File: src/rtl/core/abwd_pkg.sv
// ----------------------------------------------------------------------------
// abwd_pkg
// Shared types and constants for the ADC bank word decoder.
// ----------------------------------------------------------------------------
package abwd_pkg;

  localparam int NumBoardsDefault        = 16;
  localparam int PayloadCountBitsDefault = 20;
  localparam int NumBankNamesDefault     = 6;
  localparam int MaxBankNames            = 7;

  // Bank names, four ASCII characters packed little-endian.
  localparam logic [31:0] BANK_NAMES [MaxBankNames] = '{
    32'h5F41_4349,  // "ICA_"
    32'h4132_4453,  // "SD2A"
    32'h4131_4453,  // "SD1A"
    32'h5F41_4459,  // "YDA_"
    32'h5F41_5553,  // "SUA_"
    32'h5F41_5559,  // "YUA_"
    32'h4152_5456   // "VTRA"
  };

  // Payload word kind, word bits 31:30.
  localparam logic [1:0] KIND_DATA    = 2'b00;
  localparam logic [1:0] KIND_HEADER  = 2'b01;

  typedef enum logic [1:0] {
    PH_SCAN    = 2'd0,
    PH_TYPE    = 2'd1,
    PH_SIZE    = 2'd2,
    PH_PAYLOAD = 2'd3
  } phase_t;

  typedef struct packed {
    logic [31:0] word;
    logic        last_word;
  } word_t;

  typedef struct packed {
    logic       hit_valid;
    logic [2:0] bank_index;
    logic       board_known;
    logic [7:0] board_id;
    logic [4:0] channel;
    logic [7:0] sample_value;
    logic       event_end;
    logic       boards_complete;
    logic       duplicate_board;
    logic       board_out_of_range;
  } result_t;

  // Bank tracking state of fixed width.
  typedef struct packed {
    phase_t     phase;
    logic [2:0] current_bank;
    logic [7:0] latest_board;
    logic       latest_board_known;
  } bank_state_t;

endpackage

File: src/rtl/core/adc_bank_word_decoder_unit.sv
// ----------------------------------------------------------------------------
// adc_bank_word_decoder_unit
// Decodes event-body words into ADC hits and board bookkeeping flags.
// ----------------------------------------------------------------------------
// Datapath: an accepted word is held in the input register, then decoded
//   straight into the result register, which drives result_valid.
// Throughput: one word per cycle while the consumer keeps result_ready high;
//   words that give no result never wait on the result register.
// Reset (rst, synchronous): bank state, payload count and board mask clear,
//   both register stages empty. No clearing pass is needed.
// ----------------------------------------------------------------------------
module adc_bank_word_decoder_unit #(
  parameter int NUM_BOARDS         = abwd_pkg::NumBoardsDefault,
  parameter int PAYLOAD_COUNT_BITS = abwd_pkg::PayloadCountBitsDefault,
  parameter int NUM_BANK_NAMES     = abwd_pkg::NumBankNamesDefault
) (
  input  logic              clk,
  input  logic              rst,
  input  logic              word_valid,
  output logic              word_ready,
  input  abwd_pkg::word_t   word_data,
  output logic              result_valid,
  input  logic              result_ready,
  output abwd_pkg::result_t result_data
);

  // Input register stage.
  logic                  in_full;
  abwd_pkg::word_t       in_item;

  // Decoder state.
  abwd_pkg::bank_state_t         state;
  abwd_pkg::bank_state_t         state_next;
  logic [PAYLOAD_COUNT_BITS-1:0] payload_left;
  logic [PAYLOAD_COUNT_BITS-1:0] payload_left_next;
  logic [NUM_BOARDS-1:0]         seen_boards;
  logic [NUM_BOARDS-1:0]         seen_boards_next;

  logic                  emit;
  abwd_pkg::result_t     dec_result;
  logic                  out_free;
  logic                  advance;

  // The held word is decoded and retired once its result (if any) has room.
  assign advance    = in_full && (!emit || out_free);
  assign word_ready = !in_full || advance;

  always_ff @(posedge clk) begin
    if (rst) begin
      in_full <= 1'b0;
    end else if (word_ready) begin
      in_full <= word_valid;
    end
  end

  always_ff @(posedge clk) begin
    if (word_ready && word_valid) begin
      in_item <= word_data;
    end
  end

  // Bank state moves only when the held word retires.
  always_ff @(posedge clk) begin
    if (rst) begin
      state.phase              <= abwd_pkg::PH_SCAN;
      state.current_bank       <= '0;
      state.latest_board       <= '0;
      state.latest_board_known <= 1'b0;
      payload_left             <= '0;
      seen_boards              <= '0;
    end else if (advance) begin
      state        <= state_next;
      payload_left <= payload_left_next;
      seen_boards  <= seen_boards_next;
    end
  end

  abwd_decode #(
    .NUM_BOARDS         (NUM_BOARDS),
    .PAYLOAD_COUNT_BITS (PAYLOAD_COUNT_BITS),
    .NUM_BANK_NAMES     (NUM_BANK_NAMES)
  ) u_decode (
    .item              (in_item),
    .state             (state),
    .payload_left      (payload_left),
    .seen_boards       (seen_boards),
    .state_next        (state_next),
    .payload_left_next (payload_left_next),
    .seen_boards_next  (seen_boards_next),
    .emit              (emit),
    .result            (dec_result)
  );

  // Result register decouples the consumer from the decode stage.
  abwd_out_reg u_out_reg (
    .clk          (clk),
    .rst          (rst),
    .load         (advance && emit),
    .load_data    (dec_result),
    .free         (out_free),
    .result_valid (result_valid),
    .result_ready (result_ready),
    .result_data  (result_data)
  );

endmodule

File: src/rtl/core/abwd_decode.sv
// ----------------------------------------------------------------------------
// abwd_decode
// Single-pass decode of one event word against the current bank state.
// ----------------------------------------------------------------------------
module abwd_decode #(
  parameter int NUM_BOARDS         = abwd_pkg::NumBoardsDefault,
  parameter int PAYLOAD_COUNT_BITS = abwd_pkg::PayloadCountBitsDefault,
  parameter int NUM_BANK_NAMES     = abwd_pkg::NumBankNamesDefault
) (
  input  abwd_pkg::word_t               item,
  input  abwd_pkg::bank_state_t         state,
  input  logic [PAYLOAD_COUNT_BITS-1:0] payload_left,
  input  logic [NUM_BOARDS-1:0]         seen_boards,
  output abwd_pkg::bank_state_t         state_next,
  output logic [PAYLOAD_COUNT_BITS-1:0] payload_left_next,
  output logic [NUM_BOARDS-1:0]         seen_boards_next,
  output logic                          emit,
  output abwd_pkg::result_t             result
);

  localparam logic [30:0] CountMax = 31'((64'(1) << PAYLOAD_COUNT_BITS) - 64'(1));

  abwd_pkg::bank_state_t         st;
  logic [PAYLOAD_COUNT_BITS-1:0] left;
  logic [NUM_BOARDS-1:0]         seen;
  logic [NUM_BOARDS-1:0]         board_hot;
  logic                          found;
  logic [2:0]                    found_idx;
  logic [29:0]                   size_words;
  logic [7:0]                    board;
  logic                          hit;
  logic                          dup;
  logic                          oor;
  logic                          show_bank;

  assign size_words = item.word[31:2];
  assign board      = item.word[23:16];

  always_comb begin
    found     = 1'b0;
    found_idx = '0;
    for (int j = 0; j < NUM_BANK_NAMES; j++) begin
      if (!found && item.word == abwd_pkg::BANK_NAMES[j]) begin
        found     = 1'b1;
        found_idx = 3'(j);
      end
    end
    for (int i = 0; i < NUM_BOARDS; i++) begin
      board_hot[i] = (32'(board) == i);
    end
  end

  always_comb begin
    st   = state;
    left = payload_left;
    seen = seen_boards;
    hit  = 1'b0;
    dup  = 1'b0;
    oor  = 1'b0;

    unique case (state.phase)
      abwd_pkg::PH_SCAN: begin
        if (found) begin
          st.current_bank       = found_idx;
          st.latest_board       = '0;
          st.latest_board_known = 1'b0;
          st.phase              = abwd_pkg::PH_TYPE;
        end
      end
      abwd_pkg::PH_TYPE: begin
        st.phase = abwd_pkg::PH_SIZE;
      end
      abwd_pkg::PH_SIZE: begin
        // Byte size to words, saturated at the counter's range.
        if ({1'b0, size_words} > CountMax) begin
          left = '1;
        end else begin
          left = size_words[PAYLOAD_COUNT_BITS-1:0];
        end
        st.phase = (size_words == '0) ? abwd_pkg::PH_SCAN : abwd_pkg::PH_PAYLOAD;
      end
      abwd_pkg::PH_PAYLOAD: begin
        case (item.word[31:30])
          abwd_pkg::KIND_HEADER: begin
            st.latest_board       = board;
            st.latest_board_known = 1'b1;
            oor = (32'(board) >= NUM_BOARDS);
            dup = !oor && |(seen_boards & board_hot);
            if (!oor && !dup) begin
              seen = seen_boards | board_hot;
            end
          end
          abwd_pkg::KIND_DATA: begin
            hit = 1'b1;
          end
          default: begin
            // trailer and unknown words carry nothing
          end
        endcase
        left = payload_left - 1'b1;
        if (left == '0) begin
          st.phase = abwd_pkg::PH_SCAN;
        end
      end
      default: begin
        st.phase = abwd_pkg::PH_SCAN;
      end
    endcase
  end

  assign show_bank = hit || dup || oor;
  assign emit      = show_bank || item.last_word;

  always_comb begin
    result                    = '0;
    result.hit_valid          = hit;
    result.bank_index         = show_bank ? st.current_bank : 3'd0;
    result.board_known        = show_bank && st.latest_board_known;
    result.board_id           = (show_bank && st.latest_board_known) ? st.latest_board : 8'd0;
    result.channel            = hit ? item.word[22:18] : 5'd0;
    result.sample_value       = hit ? item.word[7:0] : 8'd0;
    result.event_end          = item.last_word;
    result.boards_complete    = item.last_word && (&seen);
    result.duplicate_board    = dup;
    result.board_out_of_range = oor;
  end

  // The last word closes the event: everything returns to its reset value.
  always_comb begin
    if (item.last_word) begin
      state_next        = '{phase: abwd_pkg::PH_SCAN, current_bank: 3'd0,
                            latest_board: 8'd0, latest_board_known: 1'b0};
      payload_left_next = '0;
      seen_boards_next  = '0;
    end else begin
      state_next        = st;
      payload_left_next = left;
      seen_boards_next  = seen;
    end
  end

endmodule

File: src/rtl/core/abwd_out_reg.sv
// ----------------------------------------------------------------------------
// abwd_out_reg
// Result register: holds one result transaction until the consumer takes it.
// ----------------------------------------------------------------------------
module abwd_out_reg (
  input  logic              clk,
  input  logic              rst,
  input  logic              load,
  input  abwd_pkg::result_t load_data,
  output logic              free,
  output logic              result_valid,
  input  logic              result_ready,
  output abwd_pkg::result_t result_data
);

  logic full;

  // Free when empty or when the held result leaves this cycle.
  assign free         = !full || result_ready;
  assign result_valid = full;

  always_ff @(posedge clk) begin
    if (rst) begin
      full <= 1'b0;
    end else if (load) begin
      full <= 1'b1;
    end else if (result_ready) begin
      full <= 1'b0;
    end
  end

  always_ff @(posedge clk) begin
    if (load) begin
      result_data <= load_data;
    end
  end

endmodule
File: config.mk
export PLATFORM = sky130hd
export DESIGN_NAME = adc_bank_word_decoder_unit
export DESIGN_NICKNAME = d
export VERILOG_FILES = /design/src/rtl/core/abwd_pkg.sv /design/src/rtl/core/adc_bank_word_decoder_unit.sv /design/src/rtl/core/abwd_decode.sv /design/src/rtl/core/abwd_out_reg.sv
export SDC_FILE = /design/constraint.sdc
export NUM_CORES = 1
export LEC_CHECK = 0
export ABC_CLOCK_PERIOD_IN_PS = 5200
export BUFFER_PORTS_ARGS = -buffer_cell sky130_fd_sc_hd__buf_2
export CAP_MARGIN = 5
export CORE_ASPECT_RATIO = 1.1
export CORE_MARGIN = 5
export CORE_UTILIZATION = 49
export DETAILED_ROUTE_END_ITERATION = 12
export PLACE_DENSITY = 0.68
export SKIP_CTS_REPAIR_TIMING = 1
export SLEW_MARGIN = 30
export SYNTH_ARGS = -nofsm -noshare
export SYNTH_HDL_FRONTEND = slang
export SYNTH_SLANG_ARGS = --single-unit
File: constraint.sdc
create_clock -name clk -period 5.2 [get_ports clk]
set_input_delay 0.26 -clock clk [delete_from_list [all_inputs] [get_ports clk]]
set_output_delay 0.26 -clock clk [all_outputs]
set_load 0.02 [all_outputs]
* Word-level counts from Yosys, hierarchy flattened
Index checks and enable logic that the tools add are counted.
Storage, ports and cells: bits in registers 115, input bits 37, logic and storage cells 125
Operators by class: equal/unequal tests 27, bitwise operators 2, multiplexer cells 34, magnitude comparators 2, add/subtract/negate cells 1, reductions and logical operators 39
Operator list (count):
- $eq 32x31->1 const B | 6
- $eq 8x4->1 const B | 8
- $mux 16 | 4
- $mux 20 | 2
- $pmux 20 s2 | 1
- $eq 8x3->1 const B | 4
- $gt 30x20->1 const B | 1
- $logic_not 30->1 | 1
- $mux 14 | 2
- $logic_not 20->1 | 1
- $sub 20x1->20 const B | 1
- $pmux 9 s2 | 1
- $and 16x16->16 | 1
- $eq 8x2->1 const B | 2
- $or 16x16->16 | 1
- $reduce_and 16->1 | 1
- $reduce_or 16->1 | 1
- $mux 1 | 15
- $logic_and 1x1->1 | 12
- $logic_not 1->1 | 10
- $mux 3 | 3
- $mux 9 | 1
- $eq 8x1->1 const B | 1
- $ge 8x5->1 const B | 1
- other kinds (12) | 24

* Logic depth before layout (Yosys ltp)
depth after elaboration 20, depth in mapped cells 11

* By module
A second synthesis with hierarchy kept.
Unflattened totals: cell total of the unflattened synthesis 685, area total of the unflattened synthesis 6835.3 sq um
By module, submodules not included:
- adc_bank_word_decoder_unit | instances 1, area an instance 3334.4 sq um, seq. area each 2011.9 sq um, cells an instance 258
- abwd_decode | instances 1, area an instance 2553.7 sq um, seq. area each 0.0 sq um, cells an instance 393
- abwd_out_reg | instances 1, area an instance 947.2 sq um, seq. area each 920.9 sq um, cells an instance 34

* Worst setup path after synthesis
OpenSTA, ideal clock, no wires.
path kind flip-flop to flip-flop, start register in_item[17] (netlist bit), end register in_item[0] (netlist bit) (enable), library setup time 0.434 ns, path buffers 1, clock period less this slack 4.002 ns, arrival 3.568 ns, path slack 1.198 ns, stages on the path, launching flop included 10, cells stage by stage edfxtp_1 clkbuf_1 mux4_2 nand2_1 a21o_1 and3_1 a311o_1 and2_1 nor2b_1 a21oi_1
Between the ends: cells in the longest elaborated chain, start to end 14, elaborated cells between the ends (all ways) 33
Ends and longest elaborated chain:
- start, declared | RTL line adc_bank_word_decoder_unit.sv:29 | abwd_pkg::word_t in_item;
- start signal, assigned | RTL line adc_bank_word_decoder_unit.sv:58 | in_item <= word_data;
- $eq 8x1->1, or another cell as far along | RTL line abwd_decode.sv:49 | board_hot[i] = (32'(board) == i);
- $and 16x16->16 | RTL line abwd_decode.sv:88 | dup = !oor && |(seen_boards & board_hot);
- $reduce_or 16->1 | RTL line abwd_decode.sv:88
- $logic_and 1x1->1 | RTL line abwd_decode.sv:88
- $mux 1 | RTL line abwd_decode.sv:83 | case (item.word[31:30])
- $mux 1 | RTL line abwd_decode.sv:61 | unique case (state.phase)
- $logic_or 1x1->1 | RTL line abwd_decode.sv:111 | assign show_bank = hit || dup || oor;
- $logic_or 1x1->1 (*) | RTL line abwd_decode.sv:111
- $logic_or 1x1->1 (*) | RTL line abwd_decode.sv:112 | assign emit = show_bank || item.last_word;
- $logic_not 1->1 (*) | RTL line adc_bank_word_decoder_unit.sv:45 | assign advance = in_full && (!emit || out_free);
- $logic_or 1x1->1 (*) | RTL line adc_bank_word_decoder_unit.sv:45
- $logic_and 1x1->1 (*) | RTL line adc_bank_word_decoder_unit.sv:45
- $logic_or 1x1->1 (*) | RTL line adc_bank_word_decoder_unit.sv:46 | assign word_ready = !in_full || advance;
- $logic_and 1x1->1 (*) | RTL line adc_bank_word_decoder_unit.sv:57 | if (word_ready && word_valid) begin
Mark *: on every way between the ends. The rest lies on a longest branch, timed or not. A chain may end at the register's enable or synchronous reset.

* Worst setup path after layout
start register in_item[19] (netlist bit), end output port word_ready
Between the ends: cells in the longest elaborated chain, start to end 13, elaborated cells between the ends (all ways) 32
Ends and longest elaborated chain:
- $eq 8x1->1, or another cell as far along | RTL line abwd_decode.sv:49
- $and 16x16->16 | RTL line abwd_decode.sv:88
- $reduce_or 16->1 | RTL line abwd_decode.sv:88
- $logic_and 1x1->1 | RTL line abwd_decode.sv:88
- $mux 1 | RTL line abwd_decode.sv:83
- $mux 1 | RTL line abwd_decode.sv:61
- $logic_or 1x1->1 | RTL line abwd_decode.sv:111
- $logic_or 1x1->1 (*) | RTL line abwd_decode.sv:111
- $logic_or 1x1->1 (*) | RTL line abwd_decode.sv:112
- $logic_not 1->1 (*) | RTL line adc_bank_word_decoder_unit.sv:45
- $logic_or 1x1->1 (*) | RTL line adc_bank_word_decoder_unit.sv:45
- $logic_and 1x1->1 (*) | RTL line adc_bank_word_decoder_unit.sv:45
- $logic_or 1x1->1 (*) | RTL line adc_bank_word_decoder_unit.sv:46
- end, declared | RTL line adc_bank_word_decoder_unit.sv:20 | output logic word_ready,
Marks and branches as above.

==> impl_metrics.csv <==
group,metric,value,unit
critical_path,arrival,3530,ps
floorplan,die-area,0.0141,mm2
layout,n_antenna_cell,0,
floorplan,rows,41,
logic_synthesis,synth_top_area_share,0.328,
logic_synthesis,synth_cells,595,
logic_synthesis,yosysWarnings,0,
floorplan,ioPinCount,69,
layout,fin_nets,700,
floorplan,die_h,124,um
clocking,numCtsBuffers,17,
placement,place_congestion,0.911,
layout,syn_to_final_growth,20.2,%
global_route,grt_pass1_wl,25.8,mm
logic_synthesis,synth_fp_nets,637,
critical_path,start_kind,"flop",
pwr,cellPowerDensity,354,mW/mm2
logic_synthesis,yosys-top-cells-area,"edfxtp_1, dfxtp_1, a21oi_1",
global_route,grt_max_degree,35,
critical_path,worstReg2RegStart,"in_item[19]",
critical_path,crit_fanout,16,
global_route,grt_overflow,0,
layout,regArea,0.00293,mm2
status,status,"complete, no violations",
sta,skew,8.16,ps
sta,rsz0062_at_grt,"no",
critical_path,critPathKind,"reg2out",
placement,dp_hpwl,11.2,mm
logic_synthesis,ys_ff_latch,115,
sta,finalSetupTns,0,ps
sta,finalMaxSlewViolations,0,
clocking,cts_max_level,4,
logic_synthesis,synth_area_leader_cell,"edfxtp_1",
sta,setup_ws,1410,ps
critical_path,crit_path_end_kind,"output port",
route,post-route-drc-count,0,
logic_synthesis,synth-seq-area-share,0.508,
clocking,clock_sinks,115,
route,drtAntennaViolNets,0,
critical_path,reg2regPathDepth,9,
logic_synthesis,async_reset_ff_frac,0,
critical_path,ff2ff_setup_slack,1550,ps
logic_synthesis,syn_area_per_cell,9.71,um2
sta,period_share,0.728,
route,detail_route.wl_per_cell,19.8,um
logic_synthesis,synth_cell_type_count,73,
route,routed_wl,16.2,mm
floorplan,die_width,114,um
sta,setup_viol,0,
sta,max_freq,264,MHz
route,routed_via_density,6.19,
clocking,insertion_delay,420,ps
global_route,grt_pass1_vias,5004,
layout,multi_input_area,0.00267,mm2
global_route,antenna_found_initial,0,
pwr,p_total,2.46,mW
sta,hold_violations,0,
floorplan,start_util,0.503,
hold_path,hold_class,"in2reg",
clocking,clk_path_buf_depth,2,
logic_synthesis,synth_enable_flop_cells,63,
placement,dp.cells,784,
sta,tightestPinTransition,960,ps
critical_path,cp_data_required_time,4940,ps
floorplan,core,0.0115,mm2
route,drt_iter0_drc,424,
layout,drive_gt1_frac,0.191,
global_route,grtUsageTotal,0.239,
sta,relSlewSlack,0.358,
layout,fin_cells,821,
logic_synthesis,synth_flop_cell,"edfxtp_1",
sta,fin_hold_ws,11.9,ps
hold_path,hold_end,"in_item[32]",
job,maxCapViolCount,0,
layout,nFillCells,966,
route,drtPass1Iterations,5,
clocking,cts.reportedPaths.clkPinSlew,60,ps
pwr,leakagePower,2.41,nW
placement,numPortBuffers,68,
placement,dp_slack,1410,ps
hold_path,whs_path_depth,1,
clocking,clockRootBuffer,"clkbuf_16",
pwr,ir_worst_vdd,0.000376,V
sta,min_period,3790,ps
logic_synthesis,mappedNetlistArea,0.00578,mm2
critical_path,reg2reg_to,"in_item[11]",
hold_path,holdCritStartpoint,"word_data[32]",
clocking,cts_tree,"yes",
route,vias,5080,
==> layout by cell type (no fill, tap or decap), types with 6 or more instances in the layout <==
cell type,instances
a22o_1,8
nor2b_1,8
a21oi_1,51
inv_1,11
or3_1,7
buf_2,68
dfxtp_1,52
clkbuf_16,17
a211oi_1,9
nor3_1,33
edfxtp_1,63
nor2_1,66
o31ai_1,6
buf_4,6
a31oi_1,12
nand3_1,15
nor4_1,12
nand2_1,35
o21ai_0,20
and3_1,9
a22oi_1,9
and2_1,18
nand4_1,12
o21a_1,6
==> per-layer routing <==
layer,global-route usage,share of wire
met2,0.406,0.49
met1,0.283,0.41
met5,0,0
met3,0.0539,0.057
met4,0.131,0.042
==> cell families after synthesis <==
logic type               share of synthesized area
flip-flops                                   0.508
buffers and inverters                       0.0344
XOR/XNOR                                   0.00910
multiplexers                                0.0139
AO/OA/AOI/OAI                                0.184
adder cells (fa/ha/maj)                     0.0108
AND/OR/NAND/NOR                              0.240
==> how the worst max path moves through the flow <==
stage | start | cells past startpoint | endpoint
2_1_floorplan | in_item[17] | 9 | in_item[0]
3_3_place_gp | in_item[19] | 8 | in_item[15]
3_5_place_dp | in_item[19] | 9 | in_item[15]
4_1_cts | in_item[19] | 8 | word_ready
5_1_grt | in_item[19] | 8 | word_ready
6_report | in_item[19] | 8 | word_ready
==> stage by stage <==
| stage | utilization | area, um2 |
|---|---|---|
| 2_1_floorplan | - | 5780 |
| 3_3_place_gp | 0.540 | 6210 |
| 3_5_place_dp | 0.543 | 6240 |
| 4_1_cts | 0.599 | 6880 |
| 5_1_grt | 0.604 | 6940 |
| 6_report | 0.604 | 6940 |
==> cell type report <==
type                       count  share of cell area
clock buffer                  19              0.0624
tap                          150              0.0270
inverter                      12             0.00649
multi-input combinational    432               0.385
clock inverter                13              0.0301
sequential                   115               0.423
timing repair buffer          80              0.0667
==> power by group <==
group	internal (mW)	switching [mW]
Clock	0.850	0.418
Combinational	0.0603	0.101
Sequential	0.988	0.0388
Total	1.90	0.557
==> synth_stat cells (3+ instances only) <==
cell	number
nor3b_1	4
nor4_2	3
o31ai_1	6
nor4bb_1	5
o211ai_1	4
nor4_1	13
nand3_1	15
a21o_1	4
nand2b_1	4
o21a_1	6
a22oi_1	9
nor2_1	67
or3_1	7
nor2b_1	8
o221ai_1	3
a211oi_1	9
and2_1	18
nand2_1	35
a31oi_1	12
nand3b_1	4
and3_1	9
edfxtp_1	63
ha_1	5
nor3_1	33
nand4_1	12
inv_1	11
a41oi_1	3
dfxtp_1	52
xnor2_1	3
clkbuf_1	31
o21ai_0	20
a22o_1	8
or4_1	5
buf_2	3
xor2_1	3
a21oi_1	52
==> registers in the layout, indices dropped and copies added (netlist names) <==
name and cells:
payload_left 20, seen_boards 16, state 14, u_out_reg.result_valid 1
in_full 1, in_item 33, u_out_reg.result_data 30
==> critical path, stage by stage (launching register included) <==
cell and delay, ps:
edfxtp_1 670, nor4bb_2 740, nand4_1 180, o311a_1 210, and3_1 220, a311o_1 430
and2_1 220, nand3b_1 220, buf_2 210
No activity file was read; power rests on OpenSTA's default activity.
